===== src/rtl/core/swre_pkg.sv =====
`timescale 1ns / 1ps
`default_nettype none

package swre_pkg;

  localparam int unsigned SEQ_MOD_DEF     = 1024;
  localparam int unsigned WINDOW_DEF      = 8;
  localparam int unsigned QUEUE_DEPTH_DEF = 32;

  localparam int unsigned TAG_W     = 16;
  localparam int unsigned RETRY_W   = 8;
  localparam logic [RETRY_W-1:0] RETRY_RESET = RETRY_W'(100);

  typedef enum logic [1:0] {
    CMD_SEND  = 2'd0,
    CMD_TIMER = 2'd1,
    CMD_ACK   = 2'd2,
    CMD_DATA  = 2'd3
  } cmd_e;

  typedef enum logic [1:0] {
    KIND_TX      = 2'd0,
    KIND_GAVE_UP = 2'd1,
    KIND_DONE    = 2'd2
  } kind_e;

  typedef enum logic [2:0] {
    ST_IDLE,
    ST_ACK_RD,
    ST_ACK_CHK,
    ST_PASS_RD,
    ST_PASS_PROC,
    ST_PASS_GIVEUP,
    ST_DONE
  } state_e;

  typedef struct packed {
    logic acc;
    logic full;
    logic send_arm;
  } fin_t;

endpackage

`default_nettype wire


===== src/rtl/core/sliding_window_retransmit_engine.sv =====
`timescale 1ns / 1ps
`default_nettype none

// Sliding-window ARQ sender/receiver. A command is taken when start is high
// and busy is low; its results come out on res_strobe_o, each for exactly
// one cycle, and the receiver cannot stall them. The last result of every
// command is a finish word with last_o set; it shows in the cycle in which
// busy drops, and the next command can already be taken in that cycle.
// Send and data commands go from idle straight to the done state. Timer and
// ack commands walk the retry queue, which sits in a synchronous RAM: each
// entry is read and then processed, with an extra give-up state when an entry
// is both retransmitted and abandoned; each acked entry is read and checked
// before it is popped.
module sliding_window_retransmit_engine #(
  parameter int unsigned SeqMod     = swre_pkg::SEQ_MOD_DEF,
  parameter int unsigned Window     = swre_pkg::WINDOW_DEF,
  parameter int unsigned QueueDepth = swre_pkg::QUEUE_DEPTH_DEF,
  localparam int unsigned SeqW      = $clog2(SeqMod)
) (
  input  wire logic                        clk_i,
  input  wire logic                        rst_ni,
  input  wire logic                        start,
  output logic                             busy,
  input  wire logic [1:0]                  cmd_i,
  input  wire logic [SeqW-1:0]             seq_in_i,
  input  wire logic [swre_pkg::TAG_W-1:0]  msg_tag_i,
  input  wire logic                        cfg_we_i,
  input  wire logic [swre_pkg::RETRY_W-1:0] cfg_wdata_i,
  output logic                             res_strobe_o,
  output logic [1:0]                       kind_o,
  output logic [SeqW-1:0]                  seq_out_o,
  output logic [swre_pkg::TAG_W-1:0]       tag_out_o,
  output logic                             accepted_o,
  output logic                             arm_timer_o,
  output logic                             queue_full_o,
  output logic                             last_o
);

  localparam int unsigned ExpW      = SeqW + 1;
  localparam int unsigned IdxW      = $clog2(QueueDepth);
  localparam int unsigned CntW      = $clog2(QueueDepth + 1);
  localparam int unsigned WinCntW   = $clog2(Window + 1);
  localparam int unsigned ScaleInit = SeqMod / Window;
  localparam int unsigned ScaleW    = $clog2(ScaleInit) + 2;
  localparam int unsigned SumW      = SeqW + 2;
  localparam int unsigned TagW      = swre_pkg::TAG_W;
  localparam int unsigned RetW      = swre_pkg::RETRY_W;

  typedef struct packed {
    logic [SeqW-1:0] seq;
    logic [TagW-1:0] tag;
    logic [RetW-1:0] ret;
  } ent_t;

  typedef struct packed {
    logic            valid;
    logic [1:0]      kind;
    logic [SeqW-1:0] seq;
    logic [TagW-1:0] tag;
    logic            acc;
    logic            arm;
    logic            full;
    logic            last;
  } res_t;

  function automatic logic [IdxW-1:0] wrap_idx(input logic [IdxW-1:0] base,
                                               input logic [CntW-1:0] off);
    logic [CntW:0] s;
    s = (CntW+1)'(base) + (CntW+1)'(off);
    if (s >= (CntW+1)'(QueueDepth)) begin
      s = s - (CntW+1)'(QueueDepth);
    end
    return s[IdxW-1:0];
  endfunction

  function automatic logic in_win(input logic [ExpW-1:0] lo, input logic [SeqW-1:0] hi,
                                  input logic [SeqW-1:0] s);
    return (lo <= {1'b0, s}) || ((s < hi) && ({1'b0, hi} < lo));
  endfunction

  // queue RAM
  ent_t            mem [QueueDepth];
  ent_t            rdata_q;
  logic            mem_we;
  logic [IdxW-1:0] mem_waddr, mem_raddr;
  ent_t            mem_wdata;

  always_ff @(posedge clk_i) begin
    if (mem_we) begin
      mem[mem_waddr] <= mem_wdata;
    end
    rdata_q <= mem[mem_raddr];
  end

  swre_pkg::state_e state_q, state_d;
  logic [IdxW-1:0]    head_q, head_d;
  logic [CntW-1:0]    count_q, count_d;
  logic [SeqW-1:0]    next_seq_q, next_seq_d;
  logic [ExpW-1:0]    exp_q, exp_d;
  logic [ScaleW-1:0]  scale_q, scale_d;
  logic [RetW-1:0]    max_ret_q;
  logic [CntW-1:0]    pos_q, pos_d;
  logic [CntW-1:0]    kept_q, kept_d;
  logic [WinCntW-1:0] writes_q, writes_d;
  ent_t               ent_q, ent_d;
  logic [1:0]         cmd_q, cmd_d;
  swre_pkg::fin_t     fin_q, fin_d;
  res_t               res_q, res_d;
  logic [SeqW-1:0]    seq_in_q;

  // window arithmetic
  logic [SumW-1:0] d_sum, d_t1, d_hi;
  logic [SeqW:0]   a_hi;
  logic            pass_tx;
  logic [RetW-1:0] pass_ret;

  always_comb begin
    d_sum = SumW'(exp_q) + SumW'(Window) * SumW'(scale_q);
    d_t1  = (d_sum >= SumW'(2 * SeqMod)) ? d_sum - SumW'(2 * SeqMod) : d_sum;
    d_hi  = (d_t1 >= SumW'(SeqMod)) ? d_t1 - SumW'(SeqMod) : d_t1;
    a_hi  = (SeqW+1)'(rdata_q.seq) + (SeqW+1)'(Window);
    if (a_hi >= (SeqW+1)'(SeqMod)) begin
      a_hi = a_hi - (SeqW+1)'(SeqMod);
    end
    pass_tx  = (rdata_q.ret != '0) && (writes_q < WinCntW'(Window));
    pass_ret = pass_tx ? rdata_q.ret - RetW'(1) : rdata_q.ret;
  end

  // next state
  always_comb begin
    state_d = state_q;
    case (state_q)
      swre_pkg::ST_IDLE: begin
        if (start) begin
          case (swre_pkg::cmd_e'(cmd_i))
            swre_pkg::CMD_TIMER: state_d = swre_pkg::ST_PASS_RD;
            swre_pkg::CMD_ACK:   state_d = swre_pkg::ST_ACK_RD;
            default:             state_d = swre_pkg::ST_DONE;
          endcase
        end
      end
      swre_pkg::ST_ACK_RD: begin
        state_d = (count_q == '0) ? swre_pkg::ST_DONE : swre_pkg::ST_ACK_CHK;
      end
      swre_pkg::ST_ACK_CHK: begin
        if (in_win({1'b0, rdata_q.seq}, a_hi[SeqW-1:0], seq_in_q)) begin
          state_d = swre_pkg::ST_ACK_RD;
        end else begin
          state_d = swre_pkg::ST_PASS_RD;
        end
      end
      swre_pkg::ST_PASS_RD: begin
        state_d = (pos_q == count_q) ? swre_pkg::ST_DONE : swre_pkg::ST_PASS_PROC;
      end
      swre_pkg::ST_PASS_PROC: begin
        state_d = (pass_tx && pass_ret == '0) ? swre_pkg::ST_PASS_GIVEUP
                                              : swre_pkg::ST_PASS_RD;
      end
      swre_pkg::ST_PASS_GIVEUP: state_d = swre_pkg::ST_PASS_RD;
      swre_pkg::ST_DONE:        state_d = swre_pkg::ST_IDLE;
      default:                  state_d = swre_pkg::ST_IDLE;
    endcase
  end

  always_ff @(posedge clk_i) begin
    if (start && !busy) begin
      seq_in_q <= seq_in_i;
    end
  end

  // datapath, memory control and results
  always_comb begin
    head_d     = head_q;
    count_d    = count_q;
    next_seq_d = next_seq_q;
    exp_d      = exp_q;
    scale_d    = scale_q;
    pos_d      = pos_q;
    kept_d     = kept_q;
    writes_d   = writes_q;
    ent_d      = ent_q;
    cmd_d      = cmd_q;
    fin_d      = fin_q;
    res_d      = '0;
    mem_we     = 1'b0;
    mem_waddr  = wrap_idx(head_q, kept_q);
    mem_wdata  = '0;
    mem_raddr  = wrap_idx(head_q, pos_q);

    case (state_q)
      swre_pkg::ST_IDLE: begin
        if (start) begin
          cmd_d    = cmd_i;
          fin_d    = '0;
          pos_d    = '0;
          kept_d   = '0;
          writes_d = '0;
          case (swre_pkg::cmd_e'(cmd_i))
            swre_pkg::CMD_SEND: begin
              if (count_q == CntW'(QueueDepth)) begin
                fin_d.full = 1'b1;
              end else begin
                mem_we     = 1'b1;
                mem_waddr  = wrap_idx(head_q, count_q);
                mem_wdata  = '{seq: next_seq_q, tag: msg_tag_i, ret: max_ret_q};
                next_seq_d = (next_seq_q == SeqW'(SeqMod - 1)) ? '0
                                                               : next_seq_q + SeqW'(1);
                count_d    = count_q + CntW'(1);
                if ((CntW+1)'(count_q) + (CntW+1)'(1) < (CntW+1)'(Window)) begin
                  fin_d.send_arm = 1'b1;
                  res_d = '{valid: 1'b1, kind: swre_pkg::KIND_TX, seq: next_seq_q,
                            tag: msg_tag_i, default: '0};
                end
              end
            end
            swre_pkg::CMD_DATA: begin
              if (in_win(exp_q, d_hi[SeqW-1:0], seq_in_i)) begin
                fin_d.acc = 1'b1;
                scale_d   = ScaleW'(1);
                exp_d     = ExpW'(seq_in_i) + ExpW'(1);
              end else if (scale_q <= ScaleW'(ScaleInit)) begin
                scale_d = {scale_q[ScaleW-2:0], 1'b0};
              end
            end
            default: ;
          endcase
        end
      end
      swre_pkg::ST_ACK_RD: begin
        mem_raddr = head_q;
      end
      swre_pkg::ST_ACK_CHK: begin
        if (in_win({1'b0, rdata_q.seq}, a_hi[SeqW-1:0], seq_in_q)) begin
          head_d  = wrap_idx(head_q, CntW'(1));
          count_d = count_q - CntW'(1);
        end
      end
      swre_pkg::ST_PASS_RD: begin
        if (pos_q == count_q) begin
          count_d = kept_q;
        end
      end
      swre_pkg::ST_PASS_PROC: begin
        // survivors are packed in place behind head; slot head+kept is already read
        pos_d = pos_q + CntW'(1);
        ent_d = rdata_q;
        if (pass_tx) begin
          writes_d = writes_q + WinCntW'(1);
          res_d = '{valid: 1'b1, kind: swre_pkg::KIND_TX, seq: rdata_q.seq,
                    tag: rdata_q.tag, default: '0};
        end
        if (pass_ret != '0) begin
          mem_we    = 1'b1;
          mem_wdata = '{seq: rdata_q.seq, tag: rdata_q.tag, ret: pass_ret};
          kept_d    = kept_q + CntW'(1);
        end else if (!pass_tx) begin
          res_d = '{valid: 1'b1, kind: swre_pkg::KIND_GAVE_UP, seq: rdata_q.seq,
                    tag: rdata_q.tag, default: '0};
        end
      end
      swre_pkg::ST_PASS_GIVEUP: begin
        res_d = '{valid: 1'b1, kind: swre_pkg::KIND_GAVE_UP, seq: ent_q.seq,
                  tag: ent_q.tag, default: '0};
      end
      swre_pkg::ST_DONE: begin
        res_d.valid = 1'b1;
        res_d.kind  = swre_pkg::KIND_DONE;
        res_d.last  = 1'b1;
        res_d.acc   = fin_q.acc;
        res_d.full  = fin_q.full;
        case (swre_pkg::cmd_e'(cmd_q))
          swre_pkg::CMD_SEND:  res_d.arm = fin_q.send_arm;
          swre_pkg::CMD_TIMER,
          swre_pkg::CMD_ACK:   res_d.arm = (count_q != '0);
          default:             res_d.arm = 1'b0;
        endcase
      end
      default: ;
    endcase
  end

  always_ff @(posedge clk_i or negedge rst_ni) begin
    if (!rst_ni) begin
      state_q    <= swre_pkg::ST_IDLE;
      head_q     <= '0;
      count_q    <= '0;
      next_seq_q <= '0;
      exp_q      <= '0;
      scale_q    <= ScaleW'(ScaleInit);
      max_ret_q  <= swre_pkg::RETRY_RESET;
      pos_q      <= '0;
      kept_q     <= '0;
      writes_q   <= '0;
      cmd_q      <= '0;
      fin_q      <= '0;
      res_q      <= '0;
    end else begin
      state_q    <= state_d;
      head_q     <= head_d;
      count_q    <= count_d;
      next_seq_q <= next_seq_d;
      exp_q      <= exp_d;
      scale_q    <= scale_d;
      pos_q      <= pos_d;
      kept_q     <= kept_d;
      writes_q   <= writes_d;
      cmd_q      <= cmd_d;
      fin_q      <= fin_d;
      res_q      <= res_d;
      if (cfg_we_i) begin
        max_ret_q <= (cfg_wdata_i == '0) ? RetW'(1) : cfg_wdata_i;
      end
    end
  end

  always_ff @(posedge clk_i) begin
    ent_q <= ent_d;
  end

  assign busy         = (state_q != swre_pkg::ST_IDLE);
  assign res_strobe_o = res_q.valid;
  assign kind_o       = res_q.kind;
  assign seq_out_o    = res_q.seq;
  assign tag_out_o    = res_q.tag;
  assign accepted_o   = res_q.acc;
  assign arm_timer_o  = res_q.arm;
  assign queue_full_o = res_q.full;
  assign last_o       = res_q.last;

endmodule

`default_nettype wire


===== config.mk =====
export PLATFORM = sky130hd
export DESIGN_NAME = sliding_window_retransmit_engine
export DESIGN_NICKNAME = d
export VERILOG_FILES = /design/src/rtl/core/swre_pkg.sv /design/src/rtl/core/sliding_window_retransmit_engine.sv
export SDC_FILE = /design/constraint.sdc
export NUM_CORES = 1
export LEC_CHECK = 0
export BUFFER_PORTS_ARGS = -buffer_cell sky130_fd_sc_hd__buf_2
export CELL_PAD_IN_SITES_DETAIL_PLACEMENT = 1
export CELL_PAD_IN_SITES_GLOBAL_PLACEMENT = 1
export CORE_ASPECT_RATIO = 0.75
export CORE_MARGIN = 1
export CORE_UTILIZATION = 40
export CTS_CLUSTER_DIAMETER = 60
export DETAILED_ROUTE_END_ITERATION = 7
export PLACE_DENSITY_LB_ADDON = 0.1
export SLEW_MARGIN = 20
export SYNTH_ARGS = -nofsm -noshare
export SYNTH_HDL_FRONTEND = slang
export SYNTH_SLANG_ARGS = --single-unit
export TNS_END_PERCENT = 30

===== constraint.sdc =====
create_clock -name clk_i -period 5.32 [get_ports clk_i]
set_input_delay 1.064 -clock clk_i [delete_from_list [all_inputs] [get_ports clk_i]]
set_output_delay 1.064 -clock clk_i [all_outputs]
set_load 0.005 [all_outputs]

# Yosys cells after proc, flatten, opt, wreduce, memory -nomap -nowiden

Memories as Yosys holds them, arrays and structs flattened. A register that Yosys moved wholly into a read port is not among the register bits.
Cells that the tools add are included.

Bits in registers: 142
Bits in writable memories: 1,088
Output and inout port bits: 34
Memories kept: 1

Add/subtract/negate cells: 22
Magnitude comparators: 16
Eq/ne operators: 21
Muxes and demuxes: 66
Bitwise gates (word level): 1
Reductions and logical operators: 31

Memory list:

| name | words | bits a word | rd ports | clocked after memory_dff | wr ports | line                                   | source |
|---|---|---|---|---|---|---|---|
| mem  | 32    | 34          | 1        | 1                        | 1        | sliding_window_retransmit_engine.sv:82 | `ent_t mem [QueueDepth];` |

Operators with widths:

| operator                                                                               | number |
|---|---|
| 33-bit 2-to-1 mux                                                                      | 7 |
| 34-bit 2-to-1 mux                                                                      | 4 |
| 26-bit one-hot mux with 3 select lines                                                 | 1 |
| 34-bit one-hot mux with 2 select lines                                                 | 1 |
| 5-bit 2-to-1 mux                                                                       | 9 |
| 6-bit 2-to-1 mux                                                                       | 7 |
| 10-bit less-than comparator                                                            | 3 |
| 10-bit 2-to-1 mux                                                                      | 3 |
| 6-bit one-hot mux with 2 select lines                                                  | 2 |
| 5-bit by 6-bit adder with 7-bit output                                                 | 3 |
| 7-bit by 6-bit greater-or-equal comparator with 1-bit output (second input constant)   | 3 |
| 10-bit by 1-bit subtractor with 10-bit output (second input constant)                  | 2 |
| 5-bit by 1-bit subtractor with 5-bit output (second input constant)                    | 4 |
| 6-bit by 1-bit adder with 6-bit output (second input constant)                         | 3 |
| 9-bit 2-to-1 mux                                                                       | 2 |
| 3-bit one-hot mux with 6 select lines                                                  | 1 |
| 6-bit one-hot mux with 3 select lines                                                  | 1 |
| 8-bit zero test                                                                        | 2 |
| 8-bit 2-to-1 mux                                                                       | 2 |
| 8-bit nonzero test                                                                     | 2 |
| 11-bit by 12-bit adder with 12-bit output                                              | 1 |
| 12-bit by 11-bit greater-or-equal comparator with 1-bit output (second input constant) | 1 |
| 12-bit greater-or-equal comparator (second input constant)                             | 1 |
| 12-bit 2-to-1 mux                                                                      | 1 |
| other kinds (51)                                                                       | 91 |

# Logic depth before layout (Yosys ltp)

Depth after elaboration: 10
Gate-level depth with buffers: 17

# Worst setup path before layout

Ideal clock, no wire load.

Path kind: input port to flip-flop
From: input port start
To: memory mem[24][0] in the netlist's numbering, enable pin
Setup time: 0.468 ns
Arrival: 4.720 ns
Data required time: 4.852 ns
Path slack: 0.132 ns
Cell stages on the path: 9
Buffers on the path: 1
Path through: inv_1 > or2_1 > inv_2 > nand3_4 > mux2i_4 > xor2_2 > or2_2 > buf_2 > nor3_1

Longest elaborated chain between the ends: 4
Elaborated cells on any way between the ends: 6
Those cells by class: mux: 6

Ends and longest elaborated chain:

| element                                | line                                    | source |
|---|---|---|
| from (decl)                            | sliding_window_retransmit_engine.sv:22  | `input wire logic start,` |
| 1-bit 2-to-1 mux                       | sliding_window_retransmit_engine.sv:192 | `if (start) begin` |
| 1-bit one-hot mux with 2 select lines  | sliding_window_retransmit_engine.sv:190 | `case (state_q)` |
| 1-bit 2-to-1 mux                       | sliding_window_retransmit_engine.sv:89  | `if (mem_we) begin` |
| 1-bit 2-to-1 mux (implied by the code) | sliding_window_retransmit_engine.sv:90  | `mem[mem_waddr] <= mem_wdata;` |
| to (decl)                              | sliding_window_retransmit_engine.sv:82  |  |

Parallel ways exist; a longest one is shown, timed or not.

# Final worst setup path

From: register exp_q[3]
To: register exp_q[5]

Longest elaborated chain between the ends: 9
Elaborated cells on any way between the ends: 13
Those cells by class: add/sub: 3; order compare: 5; mux: 2; reduce/logical: 3

Ends and longest elaborated chain:

| element                                                                                                                                | line                                    | source |
|---|---|---|
| from (decl)                                                                                                                            | sliding_window_retransmit_engine.sv:99  | `logic [ExpW-1:0] exp_q, exp_d;` |
| from (signal assigned)                                                                                                                 | sliding_window_retransmit_engine.sv:302 | `exp_q <= exp_d;` |
| 11-bit by 12-bit adder with 12-bit output                                                                                              | sliding_window_retransmit_engine.sv:118 | `d_sum = SumW'(exp_q) + SumW'(Window) * SumW'(scale_q);` |
| 12-bit subtractor / 12-bit greater-or-equal comparator (equally long branches)                                                         | sliding_window_retransmit_engine.sv:119 | `d_t1 = (d_sum >= SumW'(2 * SeqMod)) ? d_sum - SumW'(2 * SeqMod) : d_sum;` |
| 12-bit 2-to-1 mux                                                                                                                      | sliding_window_retransmit_engine.sv:119 |  |
| 10-bit by 1-bit subtractor with 10-bit output / 12-bit by 11-bit greater-or-equal comparator with 1-bit output (equally long branches) | sliding_window_retransmit_engine.sv:120 | `d_hi = (d_t1 >= SumW'(SeqMod)) ? d_t1 - SumW'(SeqMod) : d_t1;` |
| 10-bit 2-to-1 mux                                                                                                                      | sliding_window_retransmit_engine.sv:120 |  |
| 10-bit by 11-bit less-than comparator with 1-bit output / 10-bit less-than comparator (equally long branches)                          | sliding_window_retransmit_engine.sv:78  | `return (lo <= {1'b0, s}) \|\| ((s < hi) && ({1'b0, hi} < lo));` |
| 1-bit logical AND                                                                                                                      | sliding_window_retransmit_engine.sv:78  |  |
| 1-bit logical OR (*)                                                                                                                   | sliding_window_retransmit_engine.sv:78  |  |
| 4-bit AND reduction (no source line) (*)                                                                                               | n/a                                     |  |

Mark *: on every way between the ends. The rest lies on a longest branch, timed or not.
A chain may end at the register's enable or synchronous reset.

==> reports/results.ini <==
[clock_network]
clk_path_buf_depth=3
tritoncts=yes
clkTransAtPathRegs_ns=0.06
clk_latency_ns=0.77
cts-root-buf=clkbuf_16
cts_max_level=4
post_cts_buffers=0
cts-resized-gates=0
hold_buffers=0
cts_sinks=1264
numCtsBuffers=135

[timing]
fin_crit_ns=4.55
finalHoldWorstSlack_ns=0.294
setup_viol=0
hold_viol_final=0
totalNegativeSetupSlack_ns=0
slew_headroom_pct=30.6
clock.fmax_mhz=220
rsz0062_at_grt=no
worst_pin_slew_ns=1.04
slew_violations=0
fin_worst_skew_ns=0.0247
post-route-period-util_pct=85.4

[route]
routed-via-count=35173
route.detailed.wl_per_inst_microns=26.9
drtAntennaViolNets=0
routed_wl_microns=169000
drtPass1Iterations=7
dr.first_iter.drc_count=3014
post-route-drc-count=0
via_per_inst=5.62

[placed_design]
placed_cell_area_sq_mm=0.0563
numPortBuffers=73
gp_congestion=0.794
hpwl_microns=95100

[floorplan]
core_region_area_sq_mm=0.131
die_w_microns=423
fp-row-count=115
die-area_sq_mm=0.134
die_h_microns=318
io_pins=74
initial_core_util_pct=40.4

[yosys]
yosysWarnings=0
synthCells=4296
syn_nets=4426
synth_seq_cells=1264
synthFlopType=edfxtp_1
synth_enable_flop_cells=1124
synthArstFlopShare_pct=8.39
syn_area_sq_mm=0.0531
ys_seq_area_share_pct=69.9
synth_cell_types=89
syn_avg_cell_area_sq_um=12.4

[grt]
gr-usage-all-layers_pct=25.2
overflow=0
grt_max_degree=135
grt_pass1_vias=35811
antenna_found_initial=0
grt_pass1_wl_microns=249000

[outcome]
status=finished clean

[setup_path]
cp_max_fo=12
path_cells=ha_1, fa_1, a21oi_1, nor2_1, nor2_1, o21bai_1, a21oi_1, xor2_1, inv_1, ha_1, a221o_1, a41oi_1, a221o_1, nor2b_2, buf_4, mux2i_1
cp-start-kind=register
cp.required_ns=5.99
slowest_delay_ns=0.61
worstSetupPathType=register to register
critical_path.top_delay_family=compound AO/OA/AOI/OAI gates
r2r_slack_ns=0.77
cp.arrival_ns=5.22
cp_slowest_cell=nor2b_2
endpoint_kind=register
worst-path-buf-inv=2

[finish]
area_delta_synth_final_pct=13.9
layout.nets=4531
fillers=13506
final_layout_size_suffix_gt1_share_pct=11.4
antenna_cells=0
design_area_sq_mm=0.0605

[pwr]
intPower_mw=23.5
clkPwrFrac_pct=21.3
power.leakage_nw=22.1
power.switching_mw=19.2
ir_worst_vdd_mv=0.892
power_frac_comb_pct=49.5
p_per_area_mw_per_mm2=707
pwr-share-seq_pct=29.2
swShare_pct=44.9

[job]
cap_violations=0

[hold_path]
min_path_type=input pin to async pin

registers in the layout (all words and copies together) (netlist names), 2 cells and up:
name        flops
kept_q          6
seq_in_q       10
pos_q           6
tag_out_o      16
cmd_q           2
kind_o          2
ent_q          26
rdata_q        34
exp_q          11
seq_out_o      10
max_ret_q       8
mem          1088
count_q         6
scale_q         9
writes_q        4
head_q          5
fin_q           3
state_q         3
next_seq_q     10
cell usage after synthesis, types with 7 or more instances:
cell	instances	share of area, %
a21o_1	17	0.24
a21oi_1	102	0.96
a222oi_1	10	0.19
a22o_1	7	0.12
a22oi_1	17	0.24
a311o_1	35	0.66
a32o_1	17	0.32
and3_1	43	0.51
buf_1	10	0.071
buf_2	145	1.4
clkbuf_1	98	0.69
dfrtp_1	102	4.8
dfxtp_1	34	1.3
edfxtp_1	1124	64
ha_1	85	2.0
inv_1	77	0.54
mux2_2	14	0.30
mux2i_1	15	0.28
nand2_1	1178	8.3
nand3_1	602	5.7
nand3b_1	68	0.96
nand4_1	82	0.97
nor2_1	50	0.35
nor2b_1	7	0.082
nor3_1	41	0.39
o211a_1	33	0.62
o211ai_1	35	0.49
o21ai_0	57	0.54
o22ai_1	9	0.11
xnor2_1	38	0.63
xor2_1	21	0.35
stage by stage:
stage / utilization, % / instances / power (mW) / setup slack (ns)
after CTS: 46.0 / 6263 / 43.2 / 0.746
after floorplan: - / 4296 / 26.0 / 0.132
after global placement: 42.8 / 6019 / 33.7 / 0.811
final: 46.0 / 6263 / 42.7 / 0.774
after global routing: 46.0 / 6263 / 45.3 / 0.514
after detailed placement: 42.8 / 6019 / 33.9 / 0.741
kinds of logic after synthesis:
logic type,share of synthesized area (%)
muxes,0.735
adders and majority gates,2.19
DFF,69.9
AOI/OAI and AO/OA,5.31
xor gates and xnor gates,1.00
and+or+nand+nor,18.0
buffers and inverters,2.87
cell usage in the layout, fill, tap and decap left out, types with 19 or more instances in the layout:
| master | instances |
|---|---|
| ha_1 | 85 |
| and3_1 | 42 |
| nand3_1 | 602 |
| xor2_1 | 21 |
| a311o_1 | 35 |
| clkinv_1 | 22 |
| a21oi_1 | 102 |
| buf_4 | 132 |
| buf_2 | 72 |
| o211ai_1 | 35 |
| edfxtp_1 | 1124 |
| clkinv_2 | 19 |
| o21ai_0 | 46 |
| dfrtp_1 | 102 |
| nor3_2 | 24 |
| buf_12 | 27 |
| nand4_1 | 82 |
| nand3b_1 | 68 |
| inv_1 | 77 |
| nand2_1 | 1177 |
| clkbuf_1 | 36 |
| o211a_1 | 33 |
| dfxtp_1 | 34 |
| clkbuf_16 | 139 |
| nor2_1 | 42 |
| xnor2_1 | 37 |
power groups by stage:
stage	Combinational, mW	Sequential (mW)	Clock (mW)
after detailed placement	21.2	12.7	0
final	21.1	12.5	9.11
after CTS	21.4	12.5	9.30
after floorplan	13.5	12.4	0
after global routing	23.1	12.5	9.64
after global placement	21.0	12.7	0
final timing paths:
kind	depth (start not counted)	endpoint	from
max in group asynchronous	2	head_q[1]	rst_ni
worst min register to register	0	ent_q[20]	rdata_q[20]
worst max-delay path	16	exp_q[5]	exp_q[3]
worst min-delay path	1	scale_q[1]	rst_ni
worst max register to register	16	exp_q[5]	exp_q[3]
min in group clk_i	0	ent_q[20]	rdata_q[20]
layout make-up:
type                       count  area (sq um)  area share (%)
sequential                  1264         37100            61.3
multi-input combinational   2689         14800            24.5
clock buffer                 188          3790            6.27
tap                         1755          2200            3.63
timing repair buffer         231          1890            3.13
clock inverter                56           394           0.652
inverter                      80           300           0.497
metal layers:
layer  share of wire, %  track usage, %
met3                4.2            2.97
met2                 46            39.0
met1                 48            37.4
met5                  0               0
met4                2.1            6.86
(Power assumes the default switching activity.)
